File: src/rtl/json_byte_tokenizer_assert.svh
// Assertion macros for the JSON byte tokenizer
`ifndef JSON_BYTE_TOKENIZER_ASSERT_SVH
`define JSON_BYTE_TOKENIZER_ASSERT_SVH

`ifndef SYNTHESIS
`define JBT_ASSERT_IMPLY(label, clk, rst, ante, cons) \
  label: assert property (@(posedge clk) disable iff (rst) (ante) |-> (cons)) \
    else $error("implication check failed");
`define JBT_ASSERT_NEXT(label, clk, rst, ante, cons) \
  label: assert property (@(posedge clk) disable iff (rst) (ante) |=> (cons)) \
    else $error("next-cycle check failed");
`else
`define JBT_ASSERT_IMPLY(label, clk, rst, ante, cons)
`define JBT_ASSERT_NEXT(label, clk, rst, ante, cons)
`endif

`endif

File: src/rtl/jbt_pkg.sv
// Types, codes and character constants for the JSON byte tokenizer
package jbt_pkg;

  localparam logic [3:0] TK_DICT_OPEN  = 4'd0;
  localparam logic [3:0] TK_DICT_CLOSE = 4'd1;
  localparam logic [3:0] TK_ARR_OPEN   = 4'd2;
  localparam logic [3:0] TK_ARR_CLOSE  = 4'd3;
  localparam logic [3:0] TK_COLON      = 4'd4;
  localparam logic [3:0] TK_COMMA      = 4'd5;
  localparam logic [3:0] TK_FALSE      = 4'd6;
  localparam logic [3:0] TK_STR_BEGIN  = 4'd9;
  localparam logic [3:0] TK_STR_BYTE   = 4'd10;
  localparam logic [3:0] TK_STR_END    = 4'd11;
  localparam logic [3:0] TK_NUM_BYTE   = 4'd12;
  localparam logic [3:0] TK_NUM_END    = 4'd13;
  localparam logic [3:0] TK_ERROR      = 4'd14;

  localparam logic [2:0] ERR_NONE       = 3'd0;
  localparam logic [2:0] ERR_UNEXPECTED = 3'd1;
  localparam logic [2:0] ERR_LITERAL    = 3'd2;
  localparam logic [2:0] ERR_UNICODE    = 3'd3;
  localparam logic [2:0] ERR_UNTERM     = 3'd4;

  localparam logic [1:0] LIT_FALSE = 2'd0;
  localparam logic [1:0] LIT_TRUE  = 2'd1;
  localparam logic [1:0] LIT_NULL  = 2'd2;

  localparam logic [7:0] CH_SPACE  = 8'h20;
  localparam logic [7:0] CH_TAB    = 8'h09;
  localparam logic [7:0] CH_LF     = 8'h0a;
  localparam logic [7:0] CH_CR     = 8'h0d;
  localparam logic [7:0] CH_BS     = 8'h08;
  localparam logic [7:0] CH_FF     = 8'h0c;
  localparam logic [7:0] CH_LBRACE = 8'h7b;
  localparam logic [7:0] CH_RBRACE = 8'h7d;
  localparam logic [7:0] CH_LBRACK = 8'h5b;
  localparam logic [7:0] CH_RBRACK = 8'h5d;
  localparam logic [7:0] CH_COLON  = 8'h3a;
  localparam logic [7:0] CH_COMMA  = 8'h2c;
  localparam logic [7:0] CH_QUOTE  = 8'h22;
  localparam logic [7:0] CH_BSLASH = 8'h5c;
  localparam logic [7:0] CH_MINUS  = 8'h2d;
  localparam logic [7:0] CH_PLUS   = 8'h2b;
  localparam logic [7:0] CH_DOT    = 8'h2e;
  localparam logic [7:0] CH_ZERO   = 8'h30;
  localparam logic [7:0] CH_NINE   = 8'h39;
  localparam logic [7:0] CH_UP_E   = 8'h45;
  localparam logic [7:0] CH_A      = 8'h61;
  localparam logic [7:0] CH_B      = 8'h62;
  localparam logic [7:0] CH_E      = 8'h65;
  localparam logic [7:0] CH_F      = 8'h66;
  localparam logic [7:0] CH_L      = 8'h6c;
  localparam logic [7:0] CH_N      = 8'h6e;
  localparam logic [7:0] CH_R      = 8'h72;
  localparam logic [7:0] CH_S      = 8'h73;
  localparam logic [7:0] CH_T      = 8'h74;
  localparam logic [7:0] CH_U      = 8'h75;

  localparam int unsigned MAX_TOKENS = 3;

  typedef struct packed {
    logic [7:0] in_byte;
    logic       end_of_message;
  } text_item_t;

  typedef struct packed {
    logic [3:0] token_kind;
    logic [7:0] data_byte;
    logic [2:0] error_code;
    logic       last_result;
  } token_t;

  typedef struct packed {
    logic [1:0]                  count;
    token_t [MAX_TOKENS-1:0]     slot;
  } lex_result_t;

  function automatic token_t make_token(logic [3:0] kind, logic [7:0] data,
                                        logic [2:0] code);
    token_t t;
    t.token_kind  = kind;
    t.data_byte   = data;
    t.error_code  = code;
    t.last_result = 1'b0;
    return t;
  endfunction

  function automatic logic is_num_start(logic [7:0] b);
    return (b == CH_MINUS) || ((b >= CH_ZERO) && (b <= CH_NINE));
  endfunction

  function automatic logic is_num_char(logic [7:0] b);
    return is_num_start(b) || (b == CH_PLUS) || (b == CH_E) || (b == CH_UP_E) ||
           (b == CH_DOT);
  endfunction

  function automatic logic [7:0] unescape(logic [7:0] b);
    logic [7:0] r;
    r = b;
    if (b == CH_B) r = CH_BS;
    else if (b == CH_F) r = CH_FF;
    else if (b == CH_N) r = CH_LF;
    else if (b == CH_R) r = CH_CR;
    else if (b == CH_T) r = CH_TAB;
    return r;
  endfunction

  function automatic logic [2:0] lit_len(logic [1:0] w);
    return (w == LIT_FALSE) ? 3'd5 : 3'd4;
  endfunction

  function automatic logic [7:0] lit_char(logic [1:0] w, logic [2:0] pos);
    logic [7:0] c;
    c = 8'h00;
    unique case (w)
      LIT_FALSE: begin
        unique case (pos)
          3'd0: c = CH_F;
          3'd1: c = CH_A;
          3'd2: c = CH_L;
          3'd3: c = CH_S;
          3'd4: c = CH_E;
          default: c = 8'h00;
        endcase
      end
      LIT_TRUE: begin
        unique case (pos)
          3'd0: c = CH_T;
          3'd1: c = CH_R;
          3'd2: c = CH_U;
          3'd3: c = CH_E;
          default: c = 8'h00;
        endcase
      end
      default: begin
        unique case (pos)
          3'd0: c = CH_N;
          3'd1: c = CH_U;
          3'd2: c = CH_L;
          3'd3: c = CH_L;
          default: c = 8'h00;
        endcase
      end
    endcase
    return c;
  endfunction

endpackage

File: src/rtl/jbt_chan.sv
// Valid/ready channel carrying one payload item
interface jbt_chan #(parameter type payload_t = logic);
  logic     valid;
  logic     ready;
  payload_t payload;

  modport source (output valid, output payload, input ready);
  modport sink (input valid, input payload, output ready);
endinterface

File: src/rtl/jbt_lexer.sv
// Lexer state and single-pass decode of one byte into up to three tokens
module jbt_lexer import jbt_pkg::*; (
  input  logic        clk,
  input  logic        rst,
  input  logic        accept,
  input  text_item_t  item,
  output lex_result_t result
);

  typedef enum logic [2:0] {
    MODE_IDLE = 3'd0,
    MODE_STR  = 3'd1,
    MODE_ESC  = 3'd2,
    MODE_NUM  = 3'd3,
    MODE_LIT  = 3'd4,
    MODE_ERR  = 3'd5
  } mode_t;

  mode_t       mode, mode_next;
  logic [1:0]  which, which_next;
  logic [2:0]  pos, pos_next;
  logic [1:0]  n;
  logic        go_idle;
  logic [7:0]  b;
  logic [1:0]  lit_w;
  logic [2:0]  pos_inc;
  token_t [MAX_TOKENS-1:0] slots;

  assign b       = item.in_byte;
  assign lit_w   = (which == 2'd3) ? LIT_NULL : which;
  assign pos_inc = pos + 3'd1;

  always_comb begin
    mode_next  = mode;
    which_next = which;
    pos_next   = pos;
    n          = 2'd0;
    slots      = '0;
    go_idle    = 1'b0;

    unique case (mode)
      MODE_IDLE: go_idle = 1'b1;
      MODE_NUM: begin
        if (is_num_char(b)) begin
          slots[n] = make_token(TK_NUM_BYTE, b, ERR_NONE);
          n = n + 2'd1;
        end else begin
          slots[n] = make_token(TK_NUM_END, 8'h00, ERR_NONE);
          n = n + 2'd1;
          mode_next = MODE_IDLE;
          go_idle = 1'b1;
        end
      end
      MODE_STR: begin
        if (b == CH_BSLASH) begin
          mode_next = MODE_ESC;
        end else if (b == CH_QUOTE) begin
          slots[n] = make_token(TK_STR_END, 8'h00, ERR_NONE);
          n = n + 2'd1;
          mode_next = MODE_IDLE;
        end else begin
          slots[n] = make_token(TK_STR_BYTE, b, ERR_NONE);
          n = n + 2'd1;
        end
      end
      MODE_ESC: begin
        if (b == CH_U) begin
          slots[n] = make_token(TK_ERROR, 8'h00, ERR_UNICODE);
          n = n + 2'd1;
          mode_next = MODE_ERR;
          pos_next = 3'd0;
        end else begin
          slots[n] = make_token(TK_STR_BYTE, unescape(b), ERR_NONE);
          n = n + 2'd1;
          mode_next = MODE_STR;
        end
      end
      MODE_LIT: begin
        if ((pos < lit_len(lit_w)) && (b == lit_char(lit_w, pos))) begin
          pos_next = pos_inc;
          if (pos_inc == lit_len(lit_w)) begin
            slots[n] = make_token(TK_FALSE + {2'b00, lit_w}, 8'h00, ERR_NONE);
            n = n + 2'd1;
            mode_next = MODE_IDLE;
            pos_next = 3'd0;
          end
        end else begin
          slots[n] = make_token(TK_ERROR, 8'h00, ERR_LITERAL);
          n = n + 2'd1;
          mode_next = MODE_ERR;
          pos_next = 3'd0;
        end
      end
      default: ;
    endcase

    if (go_idle) begin
      unique case (b)
        CH_LBRACE: begin slots[n] = make_token(TK_DICT_OPEN, 8'h00, ERR_NONE);
          n = n + 2'd1; end
        CH_RBRACE: begin slots[n] = make_token(TK_DICT_CLOSE, 8'h00, ERR_NONE);
          n = n + 2'd1; end
        CH_LBRACK: begin slots[n] = make_token(TK_ARR_OPEN, 8'h00, ERR_NONE);
          n = n + 2'd1; end
        CH_RBRACK: begin slots[n] = make_token(TK_ARR_CLOSE, 8'h00, ERR_NONE);
          n = n + 2'd1; end
        CH_COLON: begin slots[n] = make_token(TK_COLON, 8'h00, ERR_NONE);
          n = n + 2'd1; end
        CH_COMMA: begin slots[n] = make_token(TK_COMMA, 8'h00, ERR_NONE);
          n = n + 2'd1; end
        CH_SPACE, CH_TAB, CH_LF, CH_CR: ;
        CH_F: begin which_next = LIT_FALSE; pos_next = 3'd1; mode_next = MODE_LIT; end
        CH_T: begin which_next = LIT_TRUE; pos_next = 3'd1; mode_next = MODE_LIT; end
        CH_N: begin which_next = LIT_NULL; pos_next = 3'd1; mode_next = MODE_LIT; end
        CH_QUOTE: begin
          slots[n] = make_token(TK_STR_BEGIN, 8'h00, ERR_NONE);
          n = n + 2'd1;
          mode_next = MODE_STR;
        end
        default: begin
          if (is_num_start(b)) begin
            slots[n] = make_token(TK_NUM_BYTE, b, ERR_NONE);
            n = n + 2'd1;
            mode_next = MODE_NUM;
          end else begin
            slots[n] = make_token(TK_ERROR, 8'h00, ERR_UNEXPECTED);
            n = n + 2'd1;
            mode_next = MODE_ERR;
            pos_next = 3'd0;
          end
        end
      endcase
    end

    if (item.end_of_message) begin
      if ((mode_next == MODE_STR) || (mode_next == MODE_ESC) ||
          (mode_next == MODE_LIT)) begin
        slots[n] = make_token(TK_ERROR, 8'h00, ERR_UNTERM);
        n = n + 2'd1;
      end else if (mode_next == MODE_NUM) begin
        slots[n] = make_token(TK_NUM_END, 8'h00, ERR_NONE);
        n = n + 2'd1;
      end
      mode_next  = MODE_IDLE;
      which_next = LIT_FALSE;
      pos_next   = 3'd0;
    end

    if (n != 2'd0) begin
      slots[n - 2'd1].last_result = 1'b1;
    end
  end

  assign result.count = n;
  assign result.slot  = slots;

  always_ff @(posedge clk) begin
    if (rst) begin
      mode  <= MODE_IDLE;
      which <= LIT_FALSE;
      pos   <= 3'd0;
    end else if (accept) begin
      mode  <= mode_next;
      which <= which_next;
      pos   <= pos_next;
    end
  end

endmodule

File: src/rtl/jbt_out_buf.sv
// Result register that holds a byte's tokens and hands them out one per cycle while the receiver is ready
module jbt_out_buf import jbt_pkg::*; (
  input  logic        clk,
  input  logic        rst,
  input  logic        load,
  input  lex_result_t result,
  output logic        can_load,
  jbt_chan.source     tokens
);

  logic [1:0]              cnt;
  token_t [MAX_TOKENS-1:0] slot;
  logic                    pop;

  assign pop            = tokens.valid && tokens.ready;
  assign tokens.valid   = (cnt != 2'd0);
  assign tokens.payload = slot[0];
  assign can_load       = (cnt == 2'd0) || ((cnt == 2'd1) && tokens.ready);

  always_ff @(posedge clk) begin
    if (rst) begin
      cnt <= 2'd0;
    end else if (load) begin
      cnt <= result.count;
    end else if (pop) begin
      cnt <= cnt - 2'd1;
    end
  end

  always_ff @(posedge clk) begin
    if (load) begin
      slot <= result.slot;
    end else if (pop) begin
      slot[0] <= slot[1];
      slot[1] <= slot[2];
    end
  end

endmodule

File: src/rtl/json_byte_tokenizer.sv
// The first token of a byte appears in the cycle after the byte is accepted.
// Throughput: one byte per cycle while the receiver is ready and each byte gives at
// most one token; a byte giving more holds the input while the result register
// drains one token per ready cycle. Bytes giving no token pass at one per cycle.
// Reset (rst, synchronous): lexer returns to idle between tokens, tokens drop.
`include "json_byte_tokenizer_assert.svh"

module json_byte_tokenizer import jbt_pkg::*; (
  input logic     clk,
  input logic     rst,
  jbt_chan.sink   text,
  jbt_chan.source tokens
);

  lex_result_t result;
  logic        accept;
  logic        can_load;

  assign text.ready = can_load;
  assign accept     = text.valid && text.ready;

  jbt_lexer u_lexer (
    .clk    (clk),
    .rst    (rst),
    .accept (accept),
    .item   (text.payload),
    .result (result)
  );

  jbt_out_buf u_out_buf (
    .clk      (clk),
    .rst      (rst),
    .load     (accept),
    .result   (result),
    .can_load (can_load),
    .tokens   (tokens)
  );

  `JBT_ASSERT_NEXT(a_more_follow, clk, rst,
    tokens.valid && tokens.ready && !tokens.payload.last_result, tokens.valid)
  `JBT_ASSERT_IMPLY(a_accept_drained, clk, rst, accept,
    !tokens.valid || (tokens.ready && tokens.payload.last_result))
  `JBT_ASSERT_IMPLY(a_error_code, clk, rst, tokens.valid,
    (tokens.payload.token_kind == TK_ERROR) == (tokens.payload.error_code != ERR_NONE))

endmodule

File: src/flat_wrapper.sv
// flat-port wrapper written by rule: the top's interface ports become plain ports
module json_byte_tokenizer_flat import jbt_pkg::*;
  (clk, rst, text_valid, text_payload, text_ready, tokens_valid, tokens_payload, tokens_ready);
  jbt_chan #(.payload_t(text_item_t)) text_i ();
  jbt_chan #(.payload_t(token_t)) tokens_i ();
  input logic clk;
  input logic rst;
  input wire logic [$bits(text_i.valid)-1:0] text_valid;
  input wire logic [$bits(text_i.payload)-1:0] text_payload;
  output wire logic [$bits(text_i.ready)-1:0] text_ready;
  output wire logic [$bits(tokens_i.valid)-1:0] tokens_valid;
  output wire logic [$bits(tokens_i.payload)-1:0] tokens_payload;
  input wire logic [$bits(tokens_i.ready)-1:0] tokens_ready;
  assign text_i.valid = text_valid;
  assign text_i.payload = text_payload;
  assign text_ready = text_i.ready;
  assign tokens_valid = tokens_i.valid;
  assign tokens_payload = tokens_i.payload;
  assign tokens_i.ready = tokens_ready;
  json_byte_tokenizer u_core (.clk(clk), .rst(rst), .text(text_i), .tokens(tokens_i));
endmodule
File: config.mk
export PLATFORM = sky130hd
export DESIGN_NAME = json_byte_tokenizer_flat
export DESIGN_NICKNAME = d
export VERILOG_FILES = /design/src/rtl/jbt_pkg.sv /design/src/rtl/jbt_chan.sv /design/src/rtl/jbt_lexer.sv /design/src/rtl/jbt_out_buf.sv /design/src/rtl/json_byte_tokenizer.sv /design/src/flat_wrapper.sv
export VERILOG_INCLUDE_DIRS = /design/src /design/src/rtl
export SDC_FILE = /design/constraint.sdc
export NUM_CORES = 1
export LEC_CHECK = 0
export BUFFER_PORTS_ARGS = -buffer_cell sky130_fd_sc_hd__clkbuf_2
export CAP_MARGIN = 10
export CORE_MARGIN = 2
export CORE_UTILIZATION = 39
export CTS_BUF_LIST = sky130_fd_sc_hd__clkbuf_4 sky130_fd_sc_hd__clkbuf_8
export DETAILED_ROUTE_END_ITERATION = 12
export GPL_TIMING_DRIVEN = 0
export PLACE_DENSITY = 0.61
export SLEW_MARGIN = 20
export SYNTH_ARGS = -nofsm -noshare
export SYNTH_HDL_FRONTEND = slang
export SYNTH_SLANG_ARGS = --single-unit
export TNS_END_PERCENT = 1
File: constraint.sdc
create_clock -name clk -period 10.1 [get_ports clk]
set_input_delay 0.505 -clock clk [delete_from_list [all_inputs] [get_ports clk]]
set_output_delay 0.505 -clock clk [all_outputs]
set_load 0.05 [all_outputs]
# ---- Word-level counts from Yosys, hierarchy flattened
# Cells that the tools add are included.
dict set report op_classes {
  muxes 71
  bitwise_logic 29
  n_eq_ne 40
  magnitude_cmp 9
  addsub 6
  reduce_logical 32
}
# cell n
set op_table {}
lappend op_table {{$pmux W48 S8} 1}
lappend op_table {{$mux W48} 6}
lappend op_table {{$and A15 B45 Y45} 3}
lappend op_table {{$not A45 Y45} 3}
lappend op_table {{$and A14 B42 Y42} 3}
lappend op_table {{$not A42 Y42} 3}
lappend op_table {{$eq A8 B7 Y1 const B} 13}
lappend op_table {{$bwmux W48} 2}
lappend op_table {{$demux W16 S2} 3}
lappend op_table {{$mux W16} 5}
lappend op_table {{$not A36 Y36} 2}
lappend op_table {{$mux W32} 2}
lappend op_table {{$pmux W16 S4} 1}
lappend op_table {{$eq A8 B6 Y1 const B} 7}
lappend op_table {{$and A16 B48 Y48} 1}
lappend op_table {{$mux W8} 6}
lappend op_table {{$not A48 Y48} 1}
lappend op_table {{$mux W3} 15}
lappend op_table {{$and A39 B39 Y39} 1}
lappend op_table {{$not A39 Y39} 1}
lappend op_table {{$and A12 B36 Y36} 1}
lappend op_table {{$and A36 B36 Y36} 1}
lappend op_table {{$pmux W7 S5} 1}
lappend op_table {{$pmux W7 S4} 1}
lappend op_table {{45 further kinds} 104}
dict set report word_totals {
  reg_bits 58
  wordCells 203
}

# ---- Depth between registers and ports, before layout
# Gate-level depths: netlist (run 1).
dict set report depth {
  ltp_word 25
  ltp_mapped 19
  depth_no_buf 18
}

# ---- By module
# Synthesis (run 1) repeated with hierarchy kept, for this count alone.
dict set report unflattened {
  hier_cells 463
  area_unflattened_um2 4411.7
}
# mod area_per_inst_um2 cells_per_inst seq_area_each_um2 instances
set by_module_without_submodules {}
lappend by_module_without_submodules {jbt_lexer 2287.2 343 160.2 1}
lappend by_module_without_submodules {jbt_out_buf 2118.3 119 1481.4 1}
lappend by_module_without_submodules {json_byte_tokenizer 6.3 1 0.0 1}

# ---- Least setup slack after synthesis (run 1)
# Ideal clock, no wire load.
dict set report synth_path {
  path_kind {reg2reg}
  from {reg u_core.u_lexer.pos[0]}
  to {reg u_core.u_out_buf.slot (netlist bit u_core.u_out_buf.tokens.payload[11]) (data pin)}
  t_required_ps 9843
  stages_incl_launch_ff 17
  period_less_slack_ps 3955
  arrival_ps 3698
  setup_slack_ps 6145
  setup_time_ps 257
  path_cell_list {dfxtp_1 -> inv_1 -> ha_1 -> or3_1 -> a221oi_1 -> mux2i_1 -> o2111ai_1 -> or3_1 -> nor2_1 -> o21ai_2 -> ha_1 -> mux2_2 -> inv_1 -> ha_1 -> a31oi_2 -> buf_4 -> a32o_1}
}
dict set report synth_via {
  elab_chain_cells 25
  word_cells_on_any_way 82
  cone_classes {add/sub: 4; order compare: 5; eq/ne: 10; mux: 35; bitwise: 20; reduce/logical: 8}
}
# item line_no
set synth_rtl {}
lappend synth_rtl {{start, declared} jbt_lexer.sv:21} ;# logic [2:0] pos, pos_next;
lappend synth_rtl {{start signal, assigned} jbt_lexer.sv:165} ;# pos <= pos_next;
lappend synth_rtl {{$eq A3 B2 Y1} {jbt_pkg.sv:117, jbt_pkg.sv:127, jbt_pkg.sv:136}}
lappend synth_rtl {{$reduce_or A2 Y1 (no line)} --}
lappend synth_rtl {{$pmux W7 S3} jbt_pkg.sv:136} ;# unique case (pos)
lappend synth_rtl {{$pmux W8 S2} jbt_pkg.sv:115} ;# unique case (w)
lappend synth_rtl {{$mux W8} jbt_lexer.sv:41} ;# unique case (mode)
lappend synth_rtl {{$eq A8 B8 Y1} jbt_lexer.sv:79} ;# if ((pos < lit_len(lit_w)) && (b == lit_char(lit_w, pos))) begin
lappend synth_rtl {{$logic_and A1 B1 Y1} jbt_lexer.sv:79}
lappend synth_rtl {{$mux W2} jbt_lexer.sv:79}
lappend synth_rtl {{[... 9 more ...]} --}
lappend synth_rtl {{$mux W48} jbt_lexer.sv:97} ;# if (go_idle) begin
lappend synth_rtl {{$and A39 B39 Y39 (no line)} --}
lappend synth_rtl {{$mux W48} jbt_lexer.sv:140} ;# end else if (mode_next == MODE_NUM) begin
lappend synth_rtl {{$mux W48} jbt_lexer.sv:136} ;# if ((mode_next == MODE_STR) || (mode_next == MODE_ESC) ||
lappend synth_rtl {{$mux W48} jbt_lexer.sv:135} ;# if (item.end_of_message) begin
lappend synth_rtl {{$bwmux W48} jbt_lexer.sv:150} ;# slots[n - 2'd1].last_result = 1'b1;
lappend synth_rtl {{$mux W48 *} jbt_lexer.sv:149} ;# if (n != 2'd0) begin
lappend synth_rtl {{$mux W32 *} jbt_out_buf.sv:31} ;# if (load) begin
lappend synth_rtl {{end signal, assigned} jbt_out_buf.sv:32} ;# slot <= result.slot;
lappend synth_rtl {{end, declared} jbt_out_buf.sv:12} ;# token_t [MAX_TOKENS-1:0] slot;
# Every way passes the cells marked *; elsewhere a longest branch is shown, timed or not. The select of a mux whose other input is x is not followed.
# A chain may end at the register's enable or synchronous reset.

# ---- Final worst setup path (run 1)
# Same ends and word-level chain as after synthesis.

==> impl_metrics.ini, run 1 <==
[outcome]
status = complete, no violations

[cts]
cts_tree = done
postCtsSetupRepairBufs = 0
hold_buffers = 0
insertion_delay_ns = 0.31
clkTransAtPathRegs_ns = 0.09
cts_max_path_buffers = 2
ctsHtreeMaxLevel = 2
cts_root_buf = clkbuf_8
ctsResizeCount = 0
cts_buffers = 5
clock_sinks = 45

[power]
p_clk_share_pct = 13.8
ir_drop_v = 0.0000706
power.switching_mw = 0.409
swShare_pct = 45.7
p_int_mw = 0.485
power_frac_comb_pct = 53.0
seqPwrFrac_pct = 33.2
power_density_nw_per_um2 = 231
power_mw = 0.894
total_leakage_power_nw = 1.51

[synthesis]
synth_fa_ha_area_share_pct = 4.31
ys_types = 71
syn_inst = 404
synthArstFlopShare_pct = 0
avgSynthCellArea_um2 = 8.62
synth_ff_type = edfxtp_1
synth_top_cell_area_share_pct = 30.2
synth-seq-cells = 45
synthSimpleGateAreaFrac_pct = 26.4
syn_area_um2 = 3480
muxShareOfSynthArea_pct = 2.41
synth_area_leaders = edfxtp_1 30%, dfxtp_1 5.8%, nand2_1 5.2%, nor2_1 5.1%, buf_4 4.3%
synth_top_family_by_area = simple AND/OR/NAND/NOR gates
yosysWarnings = 0
synth_compound_area_share_pct = 20.8
synth_edf_count = 35
synth_xor_area_share_pct = 1.47
yosysTopAreaCell = edfxtp_1
ys_seq_area_share_pct = 35.9

[critical_path]
rrSetupSlack_ns = 5.49
timing.critical_path.buf_inv = 3
critPathKind = reg -> reg
crit_top_cell = ha_1
startpoint = u_core.u_lexer.pos[0]
endpoint = u_core.u_out_buf.tokens.payload[11]
rr_worst_depth = 16
cp.required_ns = 10.16
critPathCaptureType = flip-flop
r2r_end = u_core.u_out_buf.tokens.payload[11]
startpoint_type = flip-flop
slowest_delay_ns = 0.45
crit_slowest_cell = dfxtp_1
worst-path-stages = 16
cp_max_fo = 10
crit-reg2reg-launch = u_core.u_lexer.pos[0]
cp_top_family = compound AO/OA/AOI/OAI gates
crit_path_cell_trace = inv_1 -> ha_1 -> or3_1 -> a221oi_1 -> mux2i_1 -> o2111ai_1 -> or3_1 -> nor2_1 -> o21ai_2 -> ha_1 -> mux2_2 -> inv_1 -> ha_1 -> a31oi_2 -> buf_4 -> a32o_1
crit_arrival_ns = 4.67

[detailed_routing]
drtAntennaViolNets = 0
firstDrtPassIters = 5
routed_wl_um = 8860
wl_per_cell_um = 16.0
first_iter_violations = 360
drc = 0
vias = 3169
viasPerCell = 5.72

[sta]
worst_pin_slew_ns = 0.793
drv_slew = 0
hold_slack_ns = 0.515
setup_viol = 0
period_share_pct = 45.6
max_freq_ghz = 0.217
fin_crit_ns = 4.61
rsz0062_at_grt = no
fin_worst_skew_ns = 0.0132
slew-limit-headroom_pct = 46.4
tns_ns = 0
hold_viol = 0

[hold_path]
min_path_type = reg -> reg
hold_start = u_core.u_out_buf.slot[28]

[placement]
dp_hpwl_um = 6680
io_buffers = 27
routabilityCongestion = 0.935

[cells_and_area]
layout-drive-gt1-share_pct = 17.9
syn_to_final_growth_pct = 11.1
antenna_cells = 0
nNetsFinal = 470

[global_route]
use_met3_pct = 2.70
use_met1_pct = 26.5
top_usage_layer = met2
antenna_found_initial = 0
grt_max_degree = 32
grt_usage_pct = 19.0
grt-ovfl-total = 0
grt_use_met2_pct = 30.9
first_global_vias = 2963
grt_pass1_wl_um = 15100

[die]
rows = 34
die_area_um2 = 9700
dieHeight_um = 98.5
core_um2 = 8680
start_util_pct = 40.1
num_io_pins = 31
die_w_um = 98.5

[run]
maxCapViolCount = 0
[routing by layer]
metal	wire [um]	vias up
met5	0	-
met4	174	0
met3	379	18
met2	4190	87
met1	4120	1519
li1	-	1545
[cell type report]
type | count | area (um2)
clock inverter | 3 | 21.3
inverter | 17 | 63.8
sequential | 45 | 1250
buffer | 40 | 235
clock buffer | 5 | 68.8
timing repair buffer | 27 | 135
fill | 876 | 4810
tap | 108 | 135
multi-input combinational | 309 | 1960
[synthesized netlist by cell type (2+ instances only)]
cell type and number:
nor3b_1 2, nand4_1 5, ha_1 12, a22oi_1 4, nor2_1 47, a31oi_1 7, a221o_1 2, nand2b_1 5
or2_2 2, a22o_1 8, a21o_1 2, clkbuf_1 12, a21boi_0 2, mux2_2 3, nand3_1 12, dfxtp_1 10
and2_1 8, and3_1 6, edfxtp_1 35, nand2_1 48, nor4_1 4, nor2b_1 6, a311oi_1 3, o21ai_0 19
buf_2 8, a32oi_1 3, xnor2_1 3, nand3b_1 3, or3_1 3, nand4b_1 4, a21oi_1 18, nor4bb_1 3
mux2i_1 5, a32o_1 6, inv_1 17, buf_4 20, nor3_1 13
[worst register-to-register path, stage by stage (launching register included)]
cell and delay [ns]:
dfxtp_1 0.45, inv_1 0.12, ha_1 0.28, or3_1 0.40
a221oi_1 0.36, mux2i_1 0.24, o2111ai_1 0.21, or3_1 0.41
nor2_1 0.15, o21ai_2 0.09, ha_1 0.30, mux2_2 0.31
inv_1 0.18, ha_1 0.21, a31oi_2 0.15, buf_4 0.23
a32o_1 0.27
[power groups by stage]
stage / Sequential, mW / Combinational, mW / Clock, mW
2_1_floorplan: 0.297 / 0.380 / 0
3_3_place_gp: 0.300 / 0.470 / 0
3_5_place_dp: 0.302 / 0.474 / 0
4_1_cts: 0.298 / 0.476 / 0.127
5_1_grt: 0.304 / 0.519 / 0.134
6_report: 0.296 / 0.474 / 0.123
[layout by cell type, fill, tap and decap left out, types with 3 or more instances in the layout]
cell type  count
nand2_1       48
nor2_1        47
edfxtp_1      35
clkbuf_2      27
buf_4         20
o21ai_0       19
a21oi_1       18
inv_1         16
nor3_1        13
clkbuf_1      12
nand3_1       12
ha_1          12
dfxtp_1       10
buf_2          8
and2_1         8
a22o_1         8
conb_1         8
a31oi_1        7
nor2b_1        6
a32o_1         6
and3_1         6
mux2i_1        5
nand2b_1       5
nand4_1        5
clkbuf_8       5
nand4b_1       4
nor4_1         4
a22oi_1        4
nor4bb_1       3
a311oi_1       3
xnor2_1        3
nand3b_1       3
or3_1          3
mux2_2         3
a32oi_1        3
[through the flow]
stage          instance area (um2)  cells  worst slack, ns  utilization, %
6_report                      3870    554             5.49            44.6
4_1_cts                       3870    554             5.52            44.6
3_3_place_gp                  3780    546             5.62            43.5
5_1_grt                       3870    554             5.25            44.6
2_1_floorplan                 3510    411             6.14               -
3_5_place_dp                  3780    546             5.58            43.5
[sequential cells by signal (all words and copies together), names as in the netlist]
| register | flops |
|---|---|
| u_core.u_lexer.which | 2 |
| u_core.u_lexer.mode | 3 |
| u_core.u_lexer.pos | 3 |
| u_core.u_out_buf.tokens.payload | 16 |
| u_core.u_out_buf.cnt | 2 |
| u_core.u_out_buf.slot | 19 |
[kinds of logic (layout without fill, tap and decap cells)]
kind of cell,Yosys count,after routing
simple gates,178,178
compound gates,98,98
buf+inv,57,92
flops,45,45
fa+ha+maj,12,12
mux,8,8
xor+xnor,5,5
other cells,1,8
[worst min path at each step]
stage	depth (start not counted)	slack, ns	end
2_1_floorplan	2	0.48	u_core.u_out_buf.tokens.payload[12]
5_1_grt	2	0.55	u_core.u_out_buf.tokens.payload[12]
6_report	2	0.51	u_core.u_out_buf.tokens.payload[12]
3_3_place_gp	2	0.49	u_core.u_out_buf.tokens.payload[12]
4_1_cts	2	0.52	u_core.u_out_buf.tokens.payload[12]
3_5_place_dp	2	0.49	u_core.u_out_buf.tokens.payload[12]
Note: power is estimated with default switching activity, not from simulation.
==> run 2: changes to the inputs <==
- PLACE_DENSITY: 0.61 -> 0.63
- clock period: 10.1 -> 3.7 ns (I/O delays scaled with it)
==> impl_metrics.ini, run 2 (synthesized netlist as in run 1, its figures left out) <==
[outcome]
status = complete, but fails checks
violations = setup timing

[cts]
cts_buffers = 5
cts_root_buf = clkbuf_8
cts_tree = done
hold_buffers = 0
clock_sinks = 45
insertion_delay_ns = 0.30
ctsHtreeMaxLevel = 2
cts_max_path_buffers = 2
clkTransAtPathRegs_ns = 0.09

[critical_path]
rrSetupSlack_ns = -0.17
startpoint_type = flip-flop
r2r_end = u_core.u_out_buf.tokens.payload[11]
crit-reg2reg-launch = u_core.u_lexer.pos[2]
crit_arrival_ns = 3.92
cp_max_fo = 10
critPathKind = reg -> reg
rr_worst_depth = 17
critPathCaptureType = flip-flop
cp.required_ns = 3.75

[cells_and_area]
fill_cells = 861
regMostFlops = u_core.u_out_buf.slot
final_common_cell = nand2_1
postLayoutCoreUtil_pct = 48.4
design_area_um2 = 4200
syn_to_final_growth_pct = 20.6
largest_reg_flops = 19
antenna_cells = 0
final_cell_mix = 48 x nand2_1, 46 x nor2_1, 35 x edfxtp_1
nNetsFinal = 482
layout-drive-gt1-share_pct = 25.6

[detailed_routing]
viasPerCell = 5.70
drtAntennaViolNets = 0
vias = 3219
firstDrtPassIters = 5
drc = 0
wl_per_cell_um = 16.1
routed_wl_um = 9120
first_iter_violations = 348

[global_route]
grt_pass1_wl_um = 14900
grt-ovfl-total = 0
first_global_vias = 3013
antenna_found_initial = 0
grt_max_degree = 32
grt_usage_pct = 18.7

[placement]
routabilityCongestion = 0.945
io_buffers = 27
dpl_cell_area_um2 = 3860
dp_hpwl_um = 6690

[power]
power_density_nw_per_um2 = 632
ir_drop_v = 0.000233
total_leakage_power_nw = 1.62

[sta]
slew-limit-headroom_pct = 45.8
hold_slack_ns = 0.278
drv_slew = 0
fin_worst_skew_ns = 0.00981
setup_viol = 19
hold_viol = 0
tns_ns = -1.81
setup_ws_ns = -0.167
max_freq_ghz = 0.259
fin_crit_ns = 3.87
worst_pin_slew_ns = 0.802
period_share_pct = 105
rsz0062_at_grt = yes

[hold_path]
hold_path_depth = 4
hold_start = rst
hold_path_end = u_core.u_out_buf.cnt[0]
min_path_type = in -> reg

[die]
start_util_pct = 40.1
dieHeight_um = 98.5
core_um2 = 8680
rows = 34
die_area_um2 = 9700
num_io_pins = 31
die_w_um = 98.5

[run]
maxCapViolCount = 0
[run 2: changes by cell type in the layout (fill, tap and decap cells not counted), sizes merged]
cell,change
clkinv,+1
buf,+12
inv,-2
clkinvlp,-1
bufinv,+1
[run 2: how the worst max path moves through the flow]
stage	start	endpoint	slack, ns	cells past startpoint
global route	u_core.u_lexer.pos[0]	u_core.u_out_buf.tokens.payload[14]	-0.30	17
detailed placement	u_core.u_lexer.pos[1]	u_core.u_out_buf.tokens.payload[11]	-0.46	16
global placement	u_core.u_lexer.pos[2]	u_core.u_out_buf.tokens.payload[11]	-0.42	17
CTS	u_core.u_lexer.pos[1]	u_core.u_out_buf.tokens.payload[14]	-0.17	17
floorplan	u_core.u_lexer.pos[0]	u_core.u_out_buf.tokens.payload[0]	-0.03	14
finish	u_core.u_lexer.pos[2]	u_core.u_out_buf.tokens.payload[11]	-0.17	17
[run 2: cell type report]
class                           instances  area (um2)  share of cell area, %
Timing Repair Buffer                   39         233                   5.54
Tap cell                              108         135                   3.22
Inverter                               17        73.8                   1.76
Multi-Input combinational cell        309        2150                   51.2
Buffer                                 40         243                   5.78
Sequential cell                        45        1260                   30.0
Clock buffer                            5        68.8                   1.64
Clock inverter                          2        35.0                  0.835
[run 2: power breakdown]
group	internal, mW	switching, mW	leakage [nW]
Sequential	0.767	0.0412	0.431
Combinational	0.525	0.945	1.13
Clock	0.197	0.177	0.0540
[run 2: critical path: stages, from the launching register on]
cell and delay (ns):
dfxtp_1 0.32, buf_2 0.17, inv_2 0.15, ha_4 0.21, or3b_1 0.35, o311ai_0 0.14
xnor2_1 0.19, o2111ai_2 0.19, or3_4 0.45, nor2_4 0.11, o21ai_4 0.07, ha_4 0.20
mux2_4 0.30, clkinv_4 0.07, ha_4 0.14, a31oi_4 0.12, buf_6 0.18, a32o_2 0.23
[run 2: what timing repair did]
item,CTS,global route
setup endpoints to repair,25,28
resized for setup,18,16
buffers inserted,8,3
gates cloned,1,0
pin swaps,13,10
[run 2: per-layer routing]
metal  up-vias  wire length (um)  track usage, %
met2       102              4440            31.8
met3        10               382            2.34
li1       1574                 -               -
met4         0               144            5.48
met5         -                 0               0
met1      1533              4140            25.2
[run 2: metrics by stage]
| step | setup slack (ns) | std cells | power, mW |
|---|---|---|---|
| after CTS | -0.172 | 562 | 2.62 |
| after global placement | -0.421 | 546 | 2.12 |
| after detailed placement | -0.458 | 546 | 2.15 |
| final | -0.167 | 565 | 2.65 |
| after global routing | -0.305 | 565 | 2.81 |
| after floorplan | -0.0284 | 411 | 1.87 |
